<file path="src/hdl/ldd_pkg.sv">
// ----------------------------------------------------------------------------
// ldd_pkg
// Shared sizes, event and status codes, and the structs that pass between the
// sequencer, the lock table and the top level of the deadlock detector.
// ----------------------------------------------------------------------------
package ldd_pkg;

  localparam int THREADS  = 16;
  localparam int LOCKS    = 64;
  localparam int MAX_HOLD = 255;

  localparam int TID_W  = $clog2(THREADS);
  localparam int LID_W  = $clog2(LOCKS);
  localparam int HOLD_W = $clog2(MAX_HOLD + 1);

  localparam int KIND_W = 2;
  localparam int STAT_W = 2;

  localparam logic [KIND_W-1:0] KIND_LOCK   = 2'd0;
  localparam logic [KIND_W-1:0] KIND_LOCKED = 2'd1;
  localparam logic [KIND_W-1:0] KIND_UNLOCK = 2'd2;

  localparam logic [STAT_W-1:0] ST_OK         = 2'd0;
  localparam logic [STAT_W-1:0] ST_DEADLOCK   = 2'd1;
  localparam logic [STAT_W-1:0] ST_BAD_UNLOCK = 2'd2;
  localparam logic [STAT_W-1:0] ST_SATURATED  = 2'd3;

  typedef struct packed {
    logic [TID_W-1:0]  owner;
    logic [HOLD_W-1:0] count;
  } ldd_lock_ent_t;

  typedef struct packed {
    logic              we;
    logic [LID_W-1:0]  waddr;
    ldd_lock_ent_t     wdata;
    logic [LID_W-1:0]  raddr;
  } ldd_ram_req_t;

  typedef struct packed {
    logic [STAT_W-1:0] status;
    logic [TID_W-1:0]  partner;
  } ldd_res_t;

endpackage

</file>
<file path="src/hdl/ldd_in_if.sv">
// ----------------------------------------------------------------------------
// ldd_in_if
// Event channel: one beat carries one lock event from one thread.
// ----------------------------------------------------------------------------
interface ldd_in_if;

  logic                        valid;
  logic                        ready;
  logic [ldd_pkg::KIND_W-1:0]  kind;
  logic [ldd_pkg::TID_W-1:0]   thread_id;
  logic [ldd_pkg::LID_W-1:0]   lock_id;

  modport source (output valid, output kind, output thread_id, output lock_id,
                  input ready);
  modport sink   (input valid, input kind, input thread_id, input lock_id,
                  output ready);

endinterface

</file>
<file path="src/hdl/ldd_out_if.sv">
// ----------------------------------------------------------------------------
// ldd_out_if
// Result channel: one beat carries the status of one event.
// ----------------------------------------------------------------------------
interface ldd_out_if;

  logic                        valid;
  logic                        ready;
  logic [ldd_pkg::STAT_W-1:0]  status;
  logic [ldd_pkg::TID_W-1:0]   partner_thread;

  modport source (output valid, output status, output partner_thread,
                  input ready);
  modport sink   (input valid, input status, input partner_thread,
                  output ready);

endinterface

</file>
<file path="src/hdl/ldd_lock_ram.sv">
// ----------------------------------------------------------------------------
// ldd_lock_ram
// Per-lock owner and hold count table, one write and one registered read per
// cycle. Entries hold no reset value; the sequencer keeps the owned bits.
// ----------------------------------------------------------------------------
module ldd_lock_ram (
  input  logic                  clk,
  input  ldd_pkg::ldd_ram_req_t req,
  output ldd_pkg::ldd_lock_ent_t rd_data
);

  ldd_pkg::ldd_lock_ent_t mem_r [ldd_pkg::LOCKS];
  ldd_pkg::ldd_lock_ent_t rd_r;

  always_ff @(posedge clk) begin
    if (req.we) begin
      mem_r[req.waddr] <= req.wdata;
    end
    rd_r <= mem_r[req.raddr];
  end

  assign rd_data = rd_r;

endmodule

</file>
<file path="src/hdl/ldd_seq.sv">
// ----------------------------------------------------------------------------
// ldd_seq
// Event sequencer: looks up the lock, updates ownership and the wait slots,
// and walks the waits-for chain one hop per cycle through the lock table.
// ----------------------------------------------------------------------------
module ldd_seq (
  input  logic                   clk,
  input  logic                   rst_n,
  ldd_in_if.sink                 in_ch,
  output ldd_pkg::ldd_ram_req_t  ram_req,
  input  ldd_pkg::ldd_lock_ent_t ram_rdata,
  output logic                   res_valid,
  output ldd_pkg::ldd_res_t      res,
  input  logic                   res_ack
);

  typedef enum logic [1:0] {S_IDLE, S_LOOK, S_WALK, S_DONE} state_t;

  state_t                          state_r,  state_nxt;
  logic [ldd_pkg::KIND_W-1:0]      kind_r,   kind_nxt;
  logic [ldd_pkg::TID_W-1:0]       t_r,      t_nxt;
  logic [ldd_pkg::LID_W-1:0]       l_r,      l_nxt;
  logic [ldd_pkg::LID_W-1:0]       lk_r,     lk_nxt;
  logic [ldd_pkg::TID_W-1:0]       hop_r,    hop_nxt;
  logic [ldd_pkg::TID_W-1:0]       cand_r,   cand_nxt;
  ldd_pkg::ldd_res_t               res_r,    res_nxt;
  logic [ldd_pkg::LOCKS-1:0]       ovld_r,   ovld_nxt;
  logic [ldd_pkg::THREADS-1:0]     wvld_r,   wvld_nxt;
  logic [ldd_pkg::LID_W-1:0]       wlock_r   [ldd_pkg::THREADS];
  logic [ldd_pkg::LID_W-1:0]       wlock_nxt [ldd_pkg::THREADS];

  logic                            own_vld;
  logic [ldd_pkg::TID_W-1:0]       own;
  logic [ldd_pkg::HOLD_W-1:0]      cnt;

  assign own = ram_rdata.owner;
  assign cnt = ram_rdata.count;
  // In LOOK the read was for the event's lock, in WALK for the awaited lock.
  assign own_vld = (state_r == S_WALK) ? ovld_r[lk_r] : ovld_r[l_r];

  assign in_ch.ready = (state_r == S_IDLE);
  assign res_valid   = (state_r == S_DONE);
  assign res         = res_r;

  always_comb begin
    state_nxt = state_r;
    kind_nxt  = kind_r;
    t_nxt     = t_r;
    l_nxt     = l_r;
    lk_nxt    = lk_r;
    hop_nxt   = hop_r;
    cand_nxt  = cand_r;
    res_nxt   = res_r;
    ovld_nxt  = ovld_r;
    wvld_nxt  = wvld_r;
    wlock_nxt = wlock_r;
    ram_req   = '0;

    unique case (state_r)
      S_IDLE: begin
        if (in_ch.valid) begin
          kind_nxt      = in_ch.kind;
          t_nxt         = in_ch.thread_id;
          l_nxt         = in_ch.lock_id;
          ram_req.raddr = in_ch.lock_id;
          state_nxt     = S_LOOK;
        end
      end
      S_LOOK: begin
        res_nxt   = '{status: ldd_pkg::ST_OK, partner: '0};
        state_nxt = S_DONE;
        case (kind_r)
          ldd_pkg::KIND_LOCK: begin
            wvld_nxt[t_r]  = 1'b1;
            wlock_nxt[t_r] = l_r;
            if (own_vld && own != t_r) begin
              cand_nxt = own;
              if (wvld_r[own]) begin
                ram_req.raddr = wlock_r[own];
                lk_nxt        = wlock_r[own];
                hop_nxt       = '0;
                state_nxt     = S_WALK;
              end
            end
          end
          ldd_pkg::KIND_LOCKED: begin
            if (wvld_r[t_r] && wlock_r[t_r] == l_r) begin
              wvld_nxt[t_r] = 1'b0;
            end
            ram_req.waddr = l_r;
            if (own_vld && own == t_r) begin
              if (cnt < ldd_pkg::HOLD_W'(ldd_pkg::MAX_HOLD)) begin
                ram_req.we    = 1'b1;
                ram_req.wdata = '{owner: t_r, count: cnt + 1'b1};
              end else begin
                res_nxt.status = ldd_pkg::ST_SATURATED;
              end
            end else begin
              ram_req.we    = 1'b1;
              ram_req.wdata = '{owner: t_r, count: ldd_pkg::HOLD_W'(1)};
              ovld_nxt[l_r] = 1'b1;
            end
          end
          ldd_pkg::KIND_UNLOCK: begin
            ram_req.waddr = l_r;
            if (!own_vld || own != t_r) begin
              res_nxt.status = ldd_pkg::ST_BAD_UNLOCK;
            end else if (cnt <= ldd_pkg::HOLD_W'(1)) begin
              ovld_nxt[l_r] = 1'b0;
            end else begin
              ram_req.we    = 1'b1;
              ram_req.wdata = '{owner: t_r, count: cnt - 1'b1};
            end
          end
          default: begin
          end
        endcase
      end
      S_WALK: begin
        // One hop: compare the owner of the awaited lock, then fetch the lock
        // that this owner waits on for the next hop.
        res_nxt   = '{status: ldd_pkg::ST_OK, partner: '0};
        state_nxt = S_DONE;
        if (own_vld) begin
          if (own == t_r) begin
            res_nxt = '{status: ldd_pkg::ST_DEADLOCK, partner: cand_r};
          end else if (hop_r != ldd_pkg::TID_W'(ldd_pkg::THREADS - 1) && wvld_r[own]) begin
            ram_req.raddr = wlock_r[own];
            lk_nxt        = wlock_r[own];
            hop_nxt       = hop_r + 1'b1;
            state_nxt     = S_WALK;
          end
        end
      end
      S_DONE: begin
        if (res_ack) begin
          state_nxt = S_IDLE;
        end
      end
      default: begin
        state_nxt = S_IDLE;
      end
    endcase
  end

  always_ff @(posedge clk) begin
    if (!rst_n) begin
      state_r <= S_IDLE;
      ovld_r  <= '0;
      wvld_r  <= '0;
    end else begin
      state_r <= state_nxt;
      ovld_r  <= ovld_nxt;
      wvld_r  <= wvld_nxt;
    end
    kind_r  <= kind_nxt;
    t_r     <= t_nxt;
    l_r     <= l_nxt;
    lk_r    <= lk_nxt;
    hop_r   <= hop_nxt;
    cand_r  <= cand_nxt;
    res_r   <= res_nxt;
    wlock_r <= wlock_nxt;
  end

  a_accept_to_look: assert property (@(posedge clk) disable iff (!rst_n)
    (in_ch.valid && in_ch.ready) |=> state_r == S_LOOK)
    else $error("accepted event did not start a lookup");

  a_deadlock_partner: assert property (@(posedge clk) disable iff (!rst_n)
    (state_r == S_DONE && res_r.status == ldd_pkg::ST_DEADLOCK)
      |-> res_r.partner != t_r)
    else $error("deadlock reported against the requesting thread");

  a_partner_zero: assert property (@(posedge clk) disable iff (!rst_n)
    (state_r == S_DONE && res_r.status != ldd_pkg::ST_DEADLOCK)
      |-> res_r.partner == '0)
    else $error("partner thread set without a deadlock");

  a_count_nonzero: assert property (@(posedge clk) disable iff (!rst_n)
    ram_req.we |-> ram_req.wdata.count != '0)
    else $error("lock table written with a zero hold count");

  a_walk_from_lookup: assert property (@(posedge clk) disable iff (!rst_n)
    (state_r == S_WALK) |-> ($past(state_r) == S_LOOK || $past(state_r) == S_WALK))
    else $error("chain walk entered from the wrong state");

endmodule

</file>
<file path="src/hdl/lock_deadlock_detector.sv">
// Result path: after-lock, before-unlock and unused kinds go from the lookup
// straight to the result register; before-lock may first walk the chain.
// Flow: one event at a time; the walk of the waits-for chain makes one read
// on the lock table's read port per hop.
// Reset: synchronous, active low; reset clears the owned and waiting bits,
// with no clearing pass over the lock table.
// ----------------------------------------------------------------------------
// lock_deadlock_detector
// Tracks lock ownership and thread waits and reports deadlock, invalid unlock
// and hold count saturation, one result beat per event beat.
// ----------------------------------------------------------------------------
module lock_deadlock_detector (
  input  logic     clk,
  input  logic     rst_n,
  ldd_in_if.sink   in_ch,
  ldd_out_if.source out_ch
);

  ldd_pkg::ldd_ram_req_t  ram_req;
  ldd_pkg::ldd_lock_ent_t ram_rdata;
  logic                   res_valid;
  ldd_pkg::ldd_res_t      res;
  logic                   res_take;

  logic                        out_valid_r;
  logic [ldd_pkg::STAT_W-1:0]  out_status_r;
  logic [ldd_pkg::TID_W-1:0]   out_partner_r;

  ldd_seq u_seq (
    .clk       (clk),
    .rst_n     (rst_n),
    .in_ch     (in_ch),
    .ram_req   (ram_req),
    .ram_rdata (ram_rdata),
    .res_valid (res_valid),
    .res       (res),
    .res_ack   (res_take)
  );

  ldd_lock_ram u_ram (
    .clk     (clk),
    .req     (ram_req),
    .rd_data (ram_rdata)
  );

  // The result register frees as soon as its beat is taken.
  assign res_take = res_valid && (!out_valid_r || out_ch.ready);

  always_ff @(posedge clk) begin
    if (!rst_n) begin
      out_valid_r <= 1'b0;
    end else if (res_take) begin
      out_valid_r <= 1'b1;
    end else if (out_ch.ready) begin
      out_valid_r <= 1'b0;
    end
    if (res_take) begin
      out_status_r  <= res.status;
      out_partner_r <= res.partner;
    end
  end

  assign out_ch.valid          = out_valid_r;
  assign out_ch.status         = out_status_r;
  assign out_ch.partner_thread = out_partner_r;

endmodule

</file>
<file path="src/flat_wrapper.sv">
// flat-port wrapper written by rule: the top's interface ports become plain ports
module lock_deadlock_detector_flat 
  (clk, rst_n, in_ch_valid, in_ch_kind, in_ch_thread_id, in_ch_lock_id, in_ch_ready, out_ch_valid, out_ch_status, out_ch_partner_thread, out_ch_ready);
  ldd_in_if in_ch_i ();
  ldd_out_if out_ch_i ();
  input  logic clk;
  input  logic rst_n;
  input wire logic [$bits(in_ch_i.valid)-1:0] in_ch_valid;
  input wire logic [$bits(in_ch_i.kind)-1:0] in_ch_kind;
  input wire logic [$bits(in_ch_i.thread_id)-1:0] in_ch_thread_id;
  input wire logic [$bits(in_ch_i.lock_id)-1:0] in_ch_lock_id;
  output wire logic [$bits(in_ch_i.ready)-1:0] in_ch_ready;
  output wire logic [$bits(out_ch_i.valid)-1:0] out_ch_valid;
  output wire logic [$bits(out_ch_i.status)-1:0] out_ch_status;
  output wire logic [$bits(out_ch_i.partner_thread)-1:0] out_ch_partner_thread;
  input wire logic [$bits(out_ch_i.ready)-1:0] out_ch_ready;
  assign in_ch_i.valid = in_ch_valid;
  assign in_ch_i.kind = in_ch_kind;
  assign in_ch_i.thread_id = in_ch_thread_id;
  assign in_ch_i.lock_id = in_ch_lock_id;
  assign in_ch_ready = in_ch_i.ready;
  assign out_ch_valid = out_ch_i.valid;
  assign out_ch_status = out_ch_i.status;
  assign out_ch_partner_thread = out_ch_i.partner_thread;
  assign out_ch_i.ready = out_ch_ready;
  lock_deadlock_detector u_core (.clk(clk), .rst_n(rst_n), .in_ch(in_ch_i), .out_ch(out_ch_i));
endmodule
</file>
<file path="config.mk">
export PLATFORM = sky130hd
export DESIGN_NAME = lock_deadlock_detector_flat
export DESIGN_NICKNAME = d
export VERILOG_FILES = /design/src/hdl/ldd_pkg.sv /design/src/hdl/ldd_in_if.sv /design/src/hdl/ldd_out_if.sv /design/src/hdl/ldd_lock_ram.sv /design/src/hdl/ldd_seq.sv /design/src/hdl/lock_deadlock_detector.sv /design/src/flat_wrapper.sv
export SDC_FILE = /design/constraint.sdc
export NUM_CORES = 1
export LEC_CHECK = 0
export BUFFER_PORTS_ARGS = -buffer_cell sky130_fd_sc_hd__buf_2
export CELL_PAD_IN_SITES_DETAIL_PLACEMENT = 1
export CELL_PAD_IN_SITES_GLOBAL_PLACEMENT = 1
export CORE_MARGIN = 2
export CORE_UTILIZATION = 50
export DETAILED_ROUTE_END_ITERATION = 8
export PLACE_DENSITY_LB_ADDON = 0.1
export SLEW_MARGIN = 20
export SYNTH_ARGS = -nofsm -noshare
export SYNTH_HDL_FRONTEND = slang
export SYNTH_HIERARCHICAL = 1
export SYNTH_SLANG_ARGS = --single-unit
</file>
<file path="constraint.sdc">
create_clock -name clk -period 9.4 [get_ports clk]
set_input_delay 0.47 -clock clk [delete_from_list [all_inputs] [get_ports clk]]
set_output_delay 0.47 -clock clk [all_outputs]
set_load 0.1 [all_outputs]
</file>
==> reports/results.ini <==
[sta]
timing.final.crit_share_pct = 65.7
slew_viol_final = 0
tightest_slew_ns = 1.12
fin_crit_ns = 6.17
fmax_mhz = 162
hold_ws_ns = 0.0321
slew-limit-headroom_pct = 24.6
hold_viol = 0
rsz0062_at_grt = no
setup_tns_ns = 0
setup-violations-final = 0
skew_ns = 0.0393

[logic_synthesis]
syn_avg_cell_area_um2 = 18.8
netlist_area_um2 = 41600
ys.flop_type = edfxtp_1
synth_seq_cells = 997
synth_fp_nets = 2244
synth_common_cells = 902 x edfxtp_1, 283 x mux4_2, 132 x nor2_1, 95 x dfxtp_1, 68 x clkbuf_1
yosys-top-cells-area = edfxtp_1 65%, mux4_2 15%, dfxtp_1 4.6%, mux2i_1 1.4%, o221a_1 1.3%
synth_top_cell_area_share_pct = 65.1
synthCells = 2216
synth_cell_types = 73
ys_async_sr_fraction_pct = 0
synth.most_common_cell = edfxtp_1
synth_top_area_cell = edfxtp_1
synth_seq_area_share_pct = 69.7
yosysWarnings = 6
synth-edff-count = 902

[global_route]
grt_pass1_wl_mm = 165
grt_pass1_vias = 23766
grtUsageTotal_pct = 26.4
grt_remaining_overflow = 0
grt_max_degree = 125
antenna_found_initial = 3

[cts]
cts_tree = done
root_buffer = clkbuf_16
clkSlewWorstSetupHoldPaths_ns = 0.06
clock-sinks = 997
cts_buffers = 102
cts_max_level = 3
clock_latency_ns = 0.67
cts_buffer_depth = 3
post_cts.repair.setup_buffers = 0

[critical_path]
critPathMaxFanout = 50
crit_chain = buf_4 > nor2b_1 > a221o_1 > a22oi_1 > o22ai_1 > nor3_2 > mux2i_1 > nor4b_1 > buf_4 > a22o_4 > buf_12 > mux4_2 > nor2b_1 > a211oi_1 > o31ai_1
arrival_ns = 6.69
rr_startpoint = u_core/u_seq/l_r[1]$_DFFE_PP_
startpoint_type = flop
rrSetupSlack_ns = 3.23
endpoint = u_core/u_ram/rd_data[2]$_DFF_P_
critPathKind = flop to flop
worstReg2RegEnd = u_core/u_ram/rd_data[2]$_DFF_P_
startpoint = u_core/u_seq/l_r[1]$_DFFE_PP_
reg2regPathDepth = 15
crit_required_ns = 9.91
max_stage_delay_ns = 0.83
critPathCaptureType = flop
slowest_stage = a211oi_1

[finish]
regArea_um2 = 29000
nNetsFinal = 2319
nFillCells = 7132
drive_gt1_share_pct = 26.5
syn2layout_area_growth_pct = 12.0
multi_input_area_um2 = 11900

[die]
start_util_pct = 50.6
die_area_um2 = 85500
die_w_um = 292
coreArea_um2 = 82200
io_pins = 24
fp-row-count = 105
die-height_um = 292

[detailed_routing]
drt_iter0_markers = 2104
drt_wl_total_mm = 111
antenna_left = 0
dr_total_vias = 22559
wl_per_cell_um = 32.2
drc = 0
drt-pass1-iter-count = 5
vias_per_cell = 6.54

[outcome]
run_status = finished, final reports clean

[pwr]
ir_drop_mv = 0.173
power.switching_uw = 3210
pwr-share-clk_pct = 35.9
p_sw_share_pct = 28.5
p_leak_uw = 0.0130
power-per-cell-area_nw_per_um2 = 241
power_frac_seq_pct = 46.1
p_comb_share_pct = 18.1
intPower_uw = 8040

[placement]
dpl.hpwl_mm = 68.3
gp_congestion = 0.852
io_buffers = 23

[worst_hold_path]
hold_class = input port to flop

[job]
drv_cap = 0

-- state kept, by name, indices dropped and copies added (netlist names), 6 cells and up, named ones only --
name                  cells
u_core/u_seq/lk_r         6
u_core/u_seq/wlock_r     96
u_core/u_seq/l_r          6
u_core/u_seq/res          6
u_core/u_ram/mem_r      768
u_core/u_ram/rd_data     12
-- power by group through the flow --
stage          registers, uW  logic [uW]  clock network, uW
6_report                5180        2030               4030
5_1_grt                 5190        2160               4250
4_1_cts                 5180        2050               4100
3_5_place_dp            5270        2040                  0
3_3_place_gp            5260        2000                  0
2_1_floorplan           5150        1470                  0
-- cell usage in the layout (no fill, tap or decap), types with 39 or more instances in the layout --
| cell | netlist | routed |
|---|---|---|
| clkbuf_16 | 0 | 104 |
| buf_4 | 14 | 90 |
| dfxtp_1 | 95 | 94 |
| nor4_1 | 60 | 60 |
| edfxtp_1 | 902 | 902 |
| a21oi_1 | 39 | 39 |
| nor2_1 | 132 | 116 |
| mux4_2 | 283 | 283 |
| mux2i_1 | 60 | 60 |
| o221a_1 | 49 | 49 |
-- routing by layer --
metal  GRT usage (%)  wire length (um)  up-vias
met5               0                12        -
met4            8.84              3800        2
met3            4.19              6400      204
met2            43.5             54900      842
met1            36.3             45900    12094
li1                -                 -     9417
-- worst min path at each step --
stage                                      start                                   endpoint  cells after the start
2_1_floorplan  u_core/u_seq/res[0]$_SDFFCE_PN0N_  u_core/out_ch.partner_thread[0]$_DFFE_PP_                      0
3_3_place_gp   u_core/u_seq/res[0]$_SDFFCE_PN0N_  u_core/out_ch.partner_thread[0]$_DFFE_PP_                      0
3_5_place_dp   u_core/u_seq/res[2]$_SDFFCE_PN0N_  u_core/out_ch.partner_thread[2]$_DFFE_PP_                      0
4_1_cts                         in_ch_lock_id[3]              u_core/u_seq/l_r[3]$_DFFE_PP_                      1
5_1_grt                         in_ch_lock_id[1]              u_core/u_seq/l_r[1]$_DFFE_PP_                      1
6_report                        in_ch_lock_id[1]              u_core/u_seq/l_r[1]$_DFFE_PP_                      1
-- cells by family (layout without fill, tap and decap cells) --
family	after synthesis	count (layout)	synth area share [%]
flip-flops	997	997	69.7
AND/OR/NAND/NOR	406	406	5.12
multiplexers	356	356	17.4
AO/OA/AOI/OAI	260	260	5.04
buffers and inverters	168	329	1.99
XOR/XNOR	17	17	0.358
adder cells (fa/ha/maj)	12	12	0.361
other	0	2	0
-- what timing repair did --
action,4_1_cts,5_1_grt
hold buffers,6,0
endpoints found under the hold margin,6,0
gates resized for setup,0,0
-- final cells by class --
type | instances | share of cell area (%)
well taps | 1070 | 2.87
multi-input cells | 1051 | 25.6
clock buffers | 129 | 5.88
flip-flops and latches | 997 | 62.2
diodes | 2 | 0.0107
inverters | 17 | 0.137
clock inverters | 61 | 1.31
repair buffers | 122 | 1.96
-- critical path: cells and delay by family, from the launching register on --
family	cells	cell delay, ns
and+or+nand+nor	4	0.99
buffers and inverters	3	1.11
muxes	2	0.94
AOI/OAI and AO/OA	6	2.12
DFF	1	0.77
-- through the flow --
| step | power [uW] | util [%] | cells | setup slack (ns) | instance area, um^2 |
|---|---|---|---|---|---|
| 5_1_grt | 11600 | 56.6 | 3447 | 2.87 | 46600 |
| 4_1_cts | 11300 | 56.6 | 3447 | 3.21 | 46600 |
| 3_5_place_dp | 7310 | 52.5 | 3251 | 3.25 | 43200 |
| 6_report | 11200 | 56.6 | 3449 | 3.23 | 46600 |
| 3_3_place_gp | 7260 | 52.4 | 3250 | 3.12 | 43100 |
| 2_1_floorplan | 6630 | - | 2216 | 0.222 | 41600 |
Power figures use the tool's default switching activity.
